$ cat src/hw/rtl/tlf_pkg.sv
package tlf_pkg;

    // number format and index width
    localparam int DATA_WIDTH  = 32;
    localparam int FRAC_BITS   = 16;
    localparam int INDEX_WIDTH = 16;

    // divider: dividend magnitude is |num| << FRAC_BITS
    localparam int NUM_W = DATA_WIDTH + FRAC_BITS;
    localparam int CNT_W = $clog2(NUM_W + 1);

    // multiplier product and accumulator of two shifted products
    localparam int PROD_W = 2 * DATA_WIDTH;
    localparam int ACC_W  = PROD_W - FRAC_BITS + 1;

    typedef logic signed [DATA_WIDTH-1:0] t_data;
    typedef logic [INDEX_WIDTH-1:0]       t_index;

    localparam t_data DATA_MAX = t_data'({1'b0, {(DATA_WIDTH-1){1'b1}}});
    localparam t_data DATA_MIN = t_data'({1'b1, {(DATA_WIDTH-1){1'b0}}});

    localparam logic signed [ACC_W-1:0] ACC_MAX = ACC_W'(DATA_MAX);
    localparam logic signed [ACC_W-1:0] ACC_MIN = ACC_W'(DATA_MIN);

    typedef enum logic [1:0] {
        STAT_OK   = 2'd0,
        STAT_FAIL = 2'd1,
        STAT_SKIP = 2'd2
    } t_status;

    typedef enum logic [3:0] {
        ST_IDLE,
        ST_PIVOT,
        ST_DRE_GO,
        ST_DRE_WAIT,
        ST_DIM_GO,
        ST_DIM_WAIT,
        ST_MUL_RE,
        ST_MUL_IM,
        ST_ACC,
        ST_EMIT
    } t_state;

    typedef struct packed {
        logic mul_en;
        logic acc_en;
        logic acc_clr;
    } t_mac_ctl;

    // saturate a one-bit-grown difference
    function automatic t_data sat_diff(input logic signed [DATA_WIDTH:0] x);
        t_data r;
        if (x[DATA_WIDTH] != x[DATA_WIDTH-1]) begin
            r = x[DATA_WIDTH] ? DATA_MIN : DATA_MAX;
        end else begin
            r = x[DATA_WIDTH-1:0];
        end
        return r;
    endfunction

    // saturate the product accumulator
    function automatic t_data sat_acc(input logic signed [ACC_W-1:0] x);
        t_data r;
        if (x > ACC_MAX) begin
            r = DATA_MAX;
        end else if (x < ACC_MIN) begin
            r = DATA_MIN;
        end else begin
            r = x[DATA_WIDTH-1:0];
        end
        return r;
    endfunction

endpackage

$ cat src/hw/rtl/tridiagonal_ldlh_factor_stream.sv
// channel   direction  handshake          payload
// rows in   input      i_valid / o_stall  i_diag_in, i_offdiag_re, i_offdiag_im, i_last
// rows out  output     o_valid / i_stall  o_pivot_out, o_mult_re, o_mult_im, o_status,
//                                         o_fail_index, o_last_out
//
// a normal row: pivot, then two 48-step restoring divisions on the shared divider,
// then the shared multiplier and accumulate, then the result is loaded in the emit state
// failed, skipped and last rows take no divide: they go from the pivot state to the emit state
// the block takes one row at a time; the next input transfer can come in the cycle after the load
// synchronous active-low reset clears the sequencer, carry, row count and failure mark
// o_stall is high from transfer until the result is loaded into the output register;
// a held result does not block the next input transfer, only the next load
module tridiagonal_ldlh_factor_stream (
    input  logic             i_clk,
    input  logic             i_rst_n,
    input  logic             i_valid,
    output logic             o_stall,
    input  tlf_pkg::t_data   i_diag_in,
    input  tlf_pkg::t_data   i_offdiag_re,
    input  tlf_pkg::t_data   i_offdiag_im,
    input  logic             i_last,
    output logic             o_valid,
    input  logic             i_stall,
    output tlf_pkg::t_data   o_pivot_out,
    output tlf_pkg::t_data   o_mult_re,
    output tlf_pkg::t_data   o_mult_im,
    output tlf_pkg::t_status o_status,
    output tlf_pkg::t_index  o_fail_index,
    output logic             o_last_out
);
    import tlf_pkg::*;

    t_state  r_state;
    t_state  n_state;

    // recurrence state
    t_data   r_carry;
    t_index  r_row_count;
    t_index  r_failed;

    // row being worked on
    t_data   r_diag;
    t_data   r_er;
    t_data   r_ei;
    logic    r_last;
    t_data   r_pivot;
    t_data   r_mr;
    t_data   r_mi;
    t_status r_status;

    // output register
    logic    r_ovalid;
    t_data   r_o_pivot;
    t_data   r_o_mr;
    t_data   r_o_mi;
    t_status r_o_status;
    t_index  r_o_fail;
    logic    r_o_last;

    logic     w_accept;
    logic     w_out_free;
    logic     w_div_start;
    logic     w_sel_im;
    t_mac_ctl w_mac_ctl;
    logic     w_div_done;
    t_data    w_quot;
    t_data    w_sum;
    t_data    w_piv;
    logic     w_piv_pos;
    t_data    w_div_num;
    t_data    w_mac_a;
    t_data    w_mac_b;

    assign o_stall    = (r_state != ST_IDLE) | !i_rst_n;
    assign w_accept   = i_valid & ~o_stall;
    assign w_out_free = ~r_ovalid | ~i_stall;

    // pivot = diag - carry, saturated; must be strictly positive
    assign w_piv     = sat_diff({r_diag[DATA_WIDTH-1], r_diag} - {r_carry[DATA_WIDTH-1], r_carry});
    assign w_piv_pos = ~w_piv[DATA_WIDTH-1] & (w_piv != '0);

    // shared divider: real part first, then imaginary
    assign w_div_num = (r_state == ST_DIM_GO) ? r_ei : r_er;

    tlf_div u_div (
        .i_clk   (i_clk),
        .i_rst_n (i_rst_n),
        .i_start (w_div_start),
        .i_num   (w_div_num),
        .i_den   (r_pivot),
        .o_done  (w_div_done),
        .o_quot  (w_quot)
    );

    // shared multiplier: f*re, then g*im, accumulated into the next carry
    assign w_mac_a = w_sel_im ? r_mi : r_mr;
    assign w_mac_b = w_sel_im ? r_ei : r_er;

    tlf_mac u_mac (
        .i_clk   (i_clk),
        .i_rst_n (i_rst_n),
        .i_ctl   (w_mac_ctl),
        .i_a     (w_mac_a),
        .i_b     (w_mac_b),
        .o_sum   (w_sum)
    );

    // next state
    always_comb begin
        n_state = r_state;
        unique case (r_state)
            ST_IDLE: begin
                if (w_accept) begin
                    n_state = ST_PIVOT;
                end
            end
            ST_PIVOT: begin
                if (r_failed == '0 && w_piv_pos && !r_last) begin
                    n_state = ST_DRE_GO;
                end else begin
                    n_state = ST_EMIT;
                end
            end
            ST_DRE_GO:   n_state = ST_DRE_WAIT;
            ST_DRE_WAIT: begin
                if (w_div_done) begin
                    n_state = ST_DIM_GO;
                end
            end
            ST_DIM_GO:   n_state = ST_DIM_WAIT;
            ST_DIM_WAIT: begin
                if (w_div_done) begin
                    n_state = ST_MUL_RE;
                end
            end
            ST_MUL_RE:   n_state = ST_MUL_IM;
            ST_MUL_IM:   n_state = ST_ACC;
            ST_ACC:      n_state = ST_EMIT;
            ST_EMIT: begin
                if (w_out_free) begin
                    n_state = ST_IDLE;
                end
            end
            default:     n_state = ST_IDLE;
        endcase
    end

    // sequencer outputs to the shared units
    always_comb begin
        w_div_start = 1'b0;
        w_sel_im    = 1'b0;
        w_mac_ctl   = '0;
        unique case (r_state)
            ST_DRE_GO, ST_DIM_GO: begin
                w_div_start = 1'b1;
            end
            ST_MUL_RE: begin
                w_mac_ctl.mul_en = 1'b1;
            end
            ST_MUL_IM: begin
                // load the imaginary product while the real one starts the sum
                w_sel_im          = 1'b1;
                w_mac_ctl.mul_en  = 1'b1;
                w_mac_ctl.acc_en  = 1'b1;
                w_mac_ctl.acc_clr = 1'b1;
            end
            ST_ACC: begin
                w_mac_ctl.acc_en = 1'b1;
            end
            default: begin
                w_div_start = 1'b0;
            end
        endcase
    end

    // control and recurrence state
    always_ff @(posedge i_clk) begin
        if (!i_rst_n) begin
            r_state     <= ST_IDLE;
            r_ovalid    <= 1'b0;
            r_carry     <= '0;
            r_row_count <= '0;
            r_failed    <= '0;
        end else begin
            r_state <= n_state;
            if (r_state == ST_EMIT && w_out_free) begin
                r_ovalid <= 1'b1;
            end else if (r_ovalid && !i_stall) begin
                r_ovalid <= 1'b0;
            end
            if (w_accept) begin
                // 1-based row number, saturating
                if (!(&r_row_count)) begin
                    r_row_count <= r_row_count + 1'b1;
                end
            end
            if (r_state == ST_PIVOT && r_failed == '0 && !w_piv_pos) begin
                r_failed <= r_row_count;
            end
            if (r_state == ST_EMIT && w_out_free) begin
                if (r_last) begin
                    // end of matrix clears the recurrence
                    r_carry     <= '0;
                    r_row_count <= '0;
                    r_failed    <= '0;
                end else if (r_status == STAT_OK) begin
                    r_carry <= w_sum;
                end
            end
        end
    end

    // row payload
    always_ff @(posedge i_clk) begin
        if (w_accept) begin
            r_diag <= i_diag_in;
            r_er   <= i_offdiag_re;
            r_ei   <= i_offdiag_im;
            r_last <= i_last;
            r_mr   <= i_last ? '0 : i_offdiag_re;
            r_mi   <= i_last ? '0 : i_offdiag_im;
        end
        if (r_state == ST_PIVOT) begin
            if (r_failed != '0) begin
                r_pivot  <= r_diag;
                r_status <= STAT_SKIP;
            end else begin
                r_pivot  <= w_piv;
                r_status <= w_piv_pos ? STAT_OK : STAT_FAIL;
            end
        end
        if (r_state == ST_DRE_WAIT && w_div_done) begin
            r_mr <= w_quot;
        end
        if (r_state == ST_DIM_WAIT && w_div_done) begin
            r_mi <= w_quot;
        end
        if (r_state == ST_EMIT && w_out_free) begin
            r_o_pivot  <= r_pivot;
            r_o_mr     <= r_mr;
            r_o_mi     <= r_mi;
            r_o_status <= r_status;
            r_o_fail   <= r_failed;
            r_o_last   <= r_last;
        end
    end

    assign o_valid      = r_ovalid;
    assign o_pivot_out  = r_o_pivot;
    assign o_mult_re    = r_o_mr;
    assign o_mult_im    = r_o_mi;
    assign o_status     = r_o_status;
    assign o_fail_index = r_o_fail;
    assign o_last_out   = r_o_last;

`ifndef SYNTHESIS
    // a failed or skipped row always reports where the failure happened
    a_fail_index: assert property (@(posedge i_clk) disable iff (!i_rst_n)
        o_valid && (o_status == STAT_FAIL || o_status == STAT_SKIP) |-> o_fail_index != '0)
        else $error("failure reported without a failing row");

    // one row at a time: a transfer closes the input
    a_one_row: assert property (@(posedge i_clk) disable iff (!i_rst_n)
        w_accept |=> o_stall)
        else $error("input open right after a transfer");

    // divisions only run on a positive pivot with no earlier failure
    a_div_pivot: assert property (@(posedge i_clk) disable iff (!i_rst_n)
        (r_state == ST_DRE_WAIT || r_state == ST_DIM_WAIT) |->
            (!r_pivot[DATA_WIDTH-1] && r_pivot != '0 && r_failed == '0))
        else $error("divide started on a bad pivot");

    // the divider answers only while the sequencer waits for it
    a_div_done: assert property (@(posedge i_clk) disable iff (!i_rst_n)
        w_div_done |-> (r_state == ST_DRE_WAIT || r_state == ST_DIM_WAIT))
        else $error("divider result with nobody waiting");
`endif

endmodule

$ cat src/hw/rtl/tlf_div.sv
module tlf_div (
    input  logic          i_clk,
    input  logic          i_rst_n,
    input  logic          i_start,
    input  tlf_pkg::t_data i_num,
    input  tlf_pkg::t_data i_den,
    output logic          o_done,
    output tlf_pkg::t_data o_quot
);
    import tlf_pkg::*;

    // restoring divider, one quotient bit per cycle
    logic                  r_busy;
    logic                  r_done;
    logic [CNT_W-1:0]      r_cnt;
    logic                  r_neg;
    logic [NUM_W-1:0]      r_q;
    logic [DATA_WIDTH:0]   r_rem;
    logic [DATA_WIDTH-1:0] r_den;
    t_data                 r_quot;

    logic [DATA_WIDTH-1:0] w_abs;
    logic [DATA_WIDTH:0]   w_shift;
    logic [DATA_WIDTH:0]   w_diff;
    t_data                 w_sat;

    assign w_abs   = i_num[DATA_WIDTH-1] ? (~i_num + 1'b1) : i_num;
    assign w_shift = {r_rem[DATA_WIDTH-1:0], r_q[NUM_W-1]};
    assign w_diff  = w_shift - {1'b0, r_den};

    // final sign and saturation of the quotient magnitude
    always_comb begin
        if (r_neg) begin
            if (r_q > NUM_W'({1'b1, {(DATA_WIDTH-1){1'b0}}})) begin
                w_sat = DATA_MIN;
            end else begin
                w_sat = t_data'(~r_q[DATA_WIDTH-1:0] + 1'b1);
            end
        end else begin
            if (r_q > NUM_W'({1'b0, {(DATA_WIDTH-1){1'b1}}})) begin
                w_sat = DATA_MAX;
            end else begin
                w_sat = t_data'(r_q[DATA_WIDTH-1:0]);
            end
        end
    end

    always_ff @(posedge i_clk) begin
        if (!i_rst_n) begin
            r_busy <= 1'b0;
            r_done <= 1'b0;
            r_cnt  <= '0;
        end else begin
            r_done <= 1'b0;
            if (i_start) begin
                r_busy <= 1'b1;
                r_cnt  <= CNT_W'(NUM_W);
            end else if (r_busy) begin
                if (r_cnt != '0) begin
                    r_cnt <= r_cnt - 1'b1;
                end else begin
                    r_busy <= 1'b0;
                    r_done <= 1'b1;
                end
            end
        end
    end

    always_ff @(posedge i_clk) begin
        if (i_start) begin
            r_q   <= {w_abs, {FRAC_BITS{1'b0}}};
            r_rem <= '0;
            r_neg <= i_num[DATA_WIDTH-1];
            r_den <= i_den;
        end else if (r_busy && r_cnt != '0) begin
            if (!w_diff[DATA_WIDTH]) begin
                r_rem <= w_diff;
                r_q   <= {r_q[NUM_W-2:0], 1'b1};
            end else begin
                r_rem <= w_shift;
                r_q   <= {r_q[NUM_W-2:0], 1'b0};
            end
        end
        if (r_busy && r_cnt == '0) begin
            r_quot <= w_sat;
        end
    end

    assign o_done = r_done;
    assign o_quot = r_quot;

endmodule

$ cat src/hw/rtl/tlf_mac.sv
module tlf_mac (
    input  logic              i_clk,
    input  logic              i_rst_n,
    input  tlf_pkg::t_mac_ctl i_ctl,
    input  tlf_pkg::t_data    i_a,
    input  tlf_pkg::t_data    i_b,
    output tlf_pkg::t_data    o_sum
);
    import tlf_pkg::*;

    logic signed [PROD_W-1:0] w_prod;
    logic signed [PROD_W-1:0] r_prod;
    logic signed [ACC_W-1:0]  r_acc;
    logic signed [ACC_W-1:0]  w_base;

    assign w_prod = i_a * i_b;
    assign w_base = i_ctl.acc_clr ? '0 : r_acc;

    always_ff @(posedge i_clk) begin
        if (!i_rst_n) begin
            r_acc <= '0;
        end else if (i_ctl.acc_en) begin
            // floor shift of the registered product, then accumulate
            r_acc <= w_base + ACC_W'(r_prod >>> FRAC_BITS);
        end
    end

    always_ff @(posedge i_clk) begin
        if (i_ctl.mul_en) begin
            r_prod <= w_prod;
        end
    end

    assign o_sum = sat_acc(r_acc);

endmodule

$ cat config.mk
export PLATFORM = sky130hd
export DESIGN_NAME = tridiagonal_ldlh_factor_stream
export DESIGN_NICKNAME = d
export VERILOG_FILES = /design/src/hw/rtl/tlf_pkg.sv /design/src/hw/rtl/tridiagonal_ldlh_factor_stream.sv /design/src/hw/rtl/tlf_div.sv /design/src/hw/rtl/tlf_mac.sv
export SDC_FILE = /design/constraint.sdc
export NUM_CORES = 2
export LEC_CHECK = 0
export BUFFER_PORTS_ARGS = -buffer_cell sky130_fd_sc_hd__buf_2
export CAP_MARGIN = 10
export CELL_PAD_IN_SITES_DETAIL_PLACEMENT = 1
export CELL_PAD_IN_SITES_GLOBAL_PLACEMENT = 1
export CORE_UTILIZATION = 45
export DETAILED_ROUTE_END_ITERATION = 10
export PLACE_DENSITY = 0.76
export SLEW_MARGIN = 0
export SYNTH_ARGS = -nofsm -noshare
export SYNTH_HDL_FRONTEND = slang
export SYNTH_SLANG_ARGS = --single-unit
$ cat constraint.sdc
create_clock -name i_clk -period 20.7 [get_ports i_clk]
set_clock_uncertainty 0.05 [all_clocks]
set_input_delay 0 -clock i_clk [delete_from_list [all_inputs] [get_ports i_clk]]
set_output_delay 0 -clock i_clk [all_outputs]
set_load 0.05 [all_outputs]
# Word level (Yosys, flattened, before mapping)
# Cells that the tools add are included.
# word_totals
reg_bits	645
input_bits	101
output_inout_bits	117
wordCells	160
# classes
n_addsub	7
multipliers	1
n_lt_le_gt_ge	4
n_eq_ne	14
mux	52
bitwise_logic	12
n_reduce_logical	39
# ops
operator	count
$mux 32	21
$mux 16	7
$mux 48	2
$add 32x1->32 const B	2
$mul 32x32->64	1
$not 32->32	2
$add 49x48->49	1
$gt 49x32->1 const B	1
$lt 49x32->1 const B	1
$mux 49	1
$gt 48x31->1 const B	1
$gt 48x32->1 const B	1
$pmux 4 s10	1
$sub 32x32->33	1
$sub 33x32->33	1
$reduce_bool 32->1	1
$mux 4	5
$mux 6	3
$add 16x1->16 const B	1
$eq 4x3->1 const B	4
$logic_not 16->1	1
$reduce_and 16->1	1
$reduce_bool 16->1	1
$reduce_bool 2->1	7
22 further kinds	61

# Logic depth before layout (Yosys ltp)
# depth
depth_word	10
mapped_depth	36
mapped_depth_nobuf	32

# Hierarchy
# From an unflattened synthesis, not the netlist that was laid out.
# hier_totals
cells_unflattened	7082
hier_area_um2	69228.9
# modules_own_cells
mod	instances	cells_each	area_each_um2	seq_area_each_um2
tlf_mac	1	4585	42329.3	2422.3
tridiagonal_ldlh_factor_stream	1	1503	17734.5	10690.3
tlf_div	1	994	9165.0	4033.9

# Worst setup path before layout
# OpenSTA, ideal clock, no wires.
# synth_path
kind	register -> register
from	register r_state[3]
to	register r_failed[10]
setup_time_ps	117
t_arrival_ps	11619
required_time_ps	20533
slack_ps	8915
stages_incl_launch_ff	7
path_buffers	2
cell_sequence	dfxtp_1 clkbuf_1 nand2b_1 nor3b_1 a21oi_1 clkbuf_1 a22o_1
# synth_via
elab_chain_cells	6
word_cells_on_any_way	8
# synth_rtl
item	line_no	rtl
start, declared	tridiagonal_ldlh_factor_stream.sv:33	t_state r_state;
start signal, assigned	tridiagonal_ldlh_factor_stream.sv:185	r_state <= n_state;
$eq 4x1->1	tridiagonal_ldlh_factor_stream.sv:197	if (r_state == ST_PIVOT && r_failed == '0 && !w_piv_pos) begin
$logic_and 1x1->1 (2 in a row)	tridiagonal_ldlh_factor_stream.sv:197	
$mux 16	tridiagonal_ldlh_factor_stream.sv:197	
$mux 16	tridiagonal_ldlh_factor_stream.sv:201	if (r_last) begin
$mux 16 *	tridiagonal_ldlh_factor_stream.sv:200	if (r_state == ST_EMIT && w_out_free) begin
end signal, assigned	tridiagonal_ldlh_factor_stream.sv:198	r_failed <= r_row_count;
end, declared	tridiagonal_ldlh_factor_stream.sv:39	t_index r_failed;
# Mark *: on every way between the ends. The rest lies on a longest branch, timed or not.
# A chain may end at the register's enable or synchronous reset.

# Worst setup path after layout
# layout_path
from	register r_state[3]
to	register u_mac.r_prod[52], data pin
# layout_via
elab_chain_cells	4
word_cells_on_any_way	5
# layout_rtl
item	line_no	rtl
$eq 4x3->1 *	tridiagonal_ldlh_factor_stream.sv:153	unique case (r_state)
$mux 1 *	tridiagonal_ldlh_factor_stream.sv:153	
$mux 32 (on tied branches)	tridiagonal_ldlh_factor_stream.sv:96, tridiagonal_ldlh_factor_stream.sv:97	
$mul 32x32->64 *	tlf_mac.sv:16	assign w_prod = i_a * i_b;
named net u_mac.w_prod[52]	tlf_mac.sv:11	logic signed [PROD_W-1:0] w_prod;
end signal, assigned	tlf_mac.sv:30	r_prod <= w_prod;
end, declared	tlf_mac.sv:12	logic signed [PROD_W-1:0] r_prod;
# The timed path passes the listed nets; every way through them passes the cells marked *.

==> impl_metrics.toml <==
[clock_network]
cts.htree.levels = 3
tritoncts = "built"
post-cts-setup-buffers = 0
cts_hold_buffers = 132
cts_buffer_count = 73
clock_tree.root_cell = "clkbuf_16"
clock_sink_count = 629
worst_skew_pair_later_pin_latency_ns = 0.70
post_cts_resize_count = 0
cts-root-to-sink-buffers = 3
clock_slew_at_reported_path_ffs_ns = 0.07

[floorplan]
die_y_um = 385
ioPinCount = 218
placement_rows = 140
die_area_mm2 = 0.148
die_w_um = 385
floorplan.initialDensity = 0.453
fp.coreArea_mm2 = 0.146

[outcome]
status = "finished, violations left"
failed_checks = "design-rule violations"

[global_routing]
grt_overflow = 0
grt.total_usage = 0.333
antenna_found_initial = 13
grt_start_max_net_pins = 86
via_count_of_the_first_global_routing_pass = 57700
grt_first_pass_wirelength_mm = 365

[finish]
mostFrequentLayoutCells = "fa_1, inv_1, nand2_1"
fin_nets = 8439
final_layout_size_suffix_gt1_frac = 0.0835
filler_cell_count = 16200
area_growth_pct = 10.9
mostFrequentLayoutCell = "fa_1"
finish.utilization = 0.503

[critical_path]
worst_r2r_endpoint = "u_mac.r_prod[52]"
crit_path_max_fanout = 50
crit_end_category = "register"
cp_common_cell = "fa_1"
worst_path_max_delay_cell = "mux2i_2"
reg2reg_from = "r_state[3]"
reg_to_reg_slack_setup_ns = 8.27
slowest_delay_ns = 1.02
critPathArrivalTime_ns = 12.80
cp.required_ns = 21.07
critical_path_launch_point_type = "register"
setup.worst_path.class = "reg -> reg"
timing.reg2reg.worst_path_depth = 31

[yosys]
ys_warn_count = 0
number_of_enable_flip_flop_cells_after_synthesis = 455
synth.ff_latch_count = 629
async_reset_ff_frac = 0
synth.cell_area_mm2 = 0.0660
mapped_nets = 8206
synth_top_cell_area_share = 0.329
synthDistinctLibCells = 90
post-synth-top-area-cell = "fa_1"
ys_dominant_reg_cell = "edfxtp_1"
synth_area_leaders = "fa_1, edfxtp_1, inv_1, ha_1, nand2_1"
postSynthCellCount = 6723
syn_avg_cell_area_um2 = 9.82
synth_sequential_area_ratio = 0.260

[timing]
max_transition_viols_final = 0
timing.final.setup_violations = 0
min_period_over_period = 0.601
timing.final.crit_period_ns = 12.43
rsz0062_at_grt = "no"
worst-slew-pin-transition_ns = 1.24
final_hold_viol_count = 0
fmax_mhz = 80.4
setup_tns_ns = 0
slew_hr = 0.174

[drt]
viasPerCell = 5.91
final_ant_viol_nets = 0
route.vias.total = 52800
drt_iter0_markers = 4291
routedWlPerCell_um = 27.3
drcViolationCount = 2
drt_wl_total_mm = 244
drt_pre_antenna_iters = 11

[place]
io_buffers = 217
gp_congestion = 0.980
dp_hpwl_mm = 181

[min_path]
hold_path_class = "in -> reg"
hold_path_depth = 2
hold_path_end = "r_er[10]"
origin_of_the_worst_min_delay_path = "i_offdiag_re[10]"

[run]
maxCapViolations = 0
==> state kept, by name, indices dropped and copies added (netlist names), 2 cells and up <==
| name | cells |
|---|---|
| r_mr | 32 |
| r_er | 32 |
| r_pivot | 32 |
| r_ei | 32 |
| r_diag | 32 |
| o_fail_index | 16 |
| u_div.r_q | 48 |
| r_state | 4 |
| o_status | 2 |
| u_mac.r_prod | 48 |
| u_mac.r_acc | 49 |
| r_mi | 32 |
| r_status | 2 |
| r_carry | 32 |
| r_failed | 16 |
| u_div.r_den | 32 |
| r_row_count | 16 |
| o_mult_re | 32 |
| u_div.r_cnt | 6 |
| u_div.r_rem | 32 |
| o_mult_im | 32 |
| o_pivot_out | 32 |
| u_div.o_quot | 32 |
==> cells by family after synthesis <==
kind of cell,count (synthesis),synth area share
xor gates and xnor gates,209,0.0280
AOI/OAI and AO/OA,852,0.0809
and+or+nand+nor,2103,0.138
adders and majority gates,1382,0.385
muxes,183,0.0291
DFF,629,0.260
buffers and inverters,1365,0.0789
==> layout make-up <==
| type | count | area [um^2] | area share |
|---|---|---|---|
| well taps | 1917 | 2400 | 0.0328 |
| clock buffers | 96 | 2060 | 0.0281 |
| flip-flops and latches | 629 | 17100 | 0.234 |
| repair buffers | 450 | 3170 | 0.0433 |
| inverters | 1073 | 4030 | 0.0551 |
| diodes | 2 | 5.00 | 0.0000684 |
| multi-input cells | 4729 | 43900 | 0.600 |
| clock inverters | 38 | 482 | 0.00659 |
==> cell usage after synthesis, types with 8 or more instances <==
cell / count
or2_2: 11
o31ai_1: 8
nand2b_1: 36
and3_1: 15
clkbuf_1: 240
xnor2_1: 124
a21oi_1: 277
o21ai_1: 8
o21ai_0: 204
edfxtp_1: 455
a211o_1: 11
xor2_1: 84
o211ai_1: 11
dfxtp_1: 174
fa_1: 1084
o311ai_0: 12
o311ai_1: 20
buf_6: 8
a31oi_1: 28
and2_1: 68
a211oi_1: 35
nand3b_1: 65
nand2_1: 954
nand3_1: 77
or4_1: 8
nor2b_1: 23
buf_1: 34
nor4_1: 21
mux2_2: 70
inv_1: 1070
or3_1: 21
ha_1: 298
mux2i_1: 113
o21bai_1: 26
a22o_1: 17
a21o_1: 98
nor2_1: 685
o21a_1: 23
nor3_1: 48
nand4_1: 43
==> through the flow <==
step	instance area, um^2	cells	setup WS, ns	hold WS [ns]
CTS	73100	8932	8.47	0.00100
global placement	69300	8666	8.72	0.128
floorplan	66000	6723	8.91	0.0489
detailed placement	69300	8666	8.52	0.129
global route	73100	8933	7.81	0.0263
finish	73100	8934	8.27	0.0211
==> layer usage <==
layer  vias to the layer above  wire, um  track usage
li1                      21900         -            -
met1                     27500     91600        0.408
met2                      2530    115000        0.545
met3                       792     20100       0.0671
met4                        12     17200        0.198
met5                         -        86            0
==> worst max-delay path: cells and delay by family (launching register included) <==
kind | cells | cell delay (ns)
simple gates | 8 | 1.90
mux | 1 | 1.02
xor+xnor | 1 | 0.12
flops | 1 | 0.54
buf+inv | 8 | 2.63
compound gates | 4 | 1.49
fa+ha+maj | 9 | 4.33
==> worst max-delay path by stage <==
stage          startpoint          endpoint  slack, ns  cells past startpoint
3_3_place_gp   r_state[3]  u_mac.r_prod[52]       8.72                     31
2_1_floorplan  r_state[3]      r_failed[10]       8.91                      6
6_report       r_state[3]  u_mac.r_prod[52]       8.27                     31
4_1_cts        r_state[3]  u_mac.r_prod[52]       8.47                     31
5_1_grt        r_state[3]  u_mac.r_prod[52]       7.81                     31
3_5_place_dp   r_state[3]  u_mac.r_prod[52]       8.52                     31
Power is not shown: default switching activity piles up to over one toggle a cycle in this logic, so the estimate is an artifact.
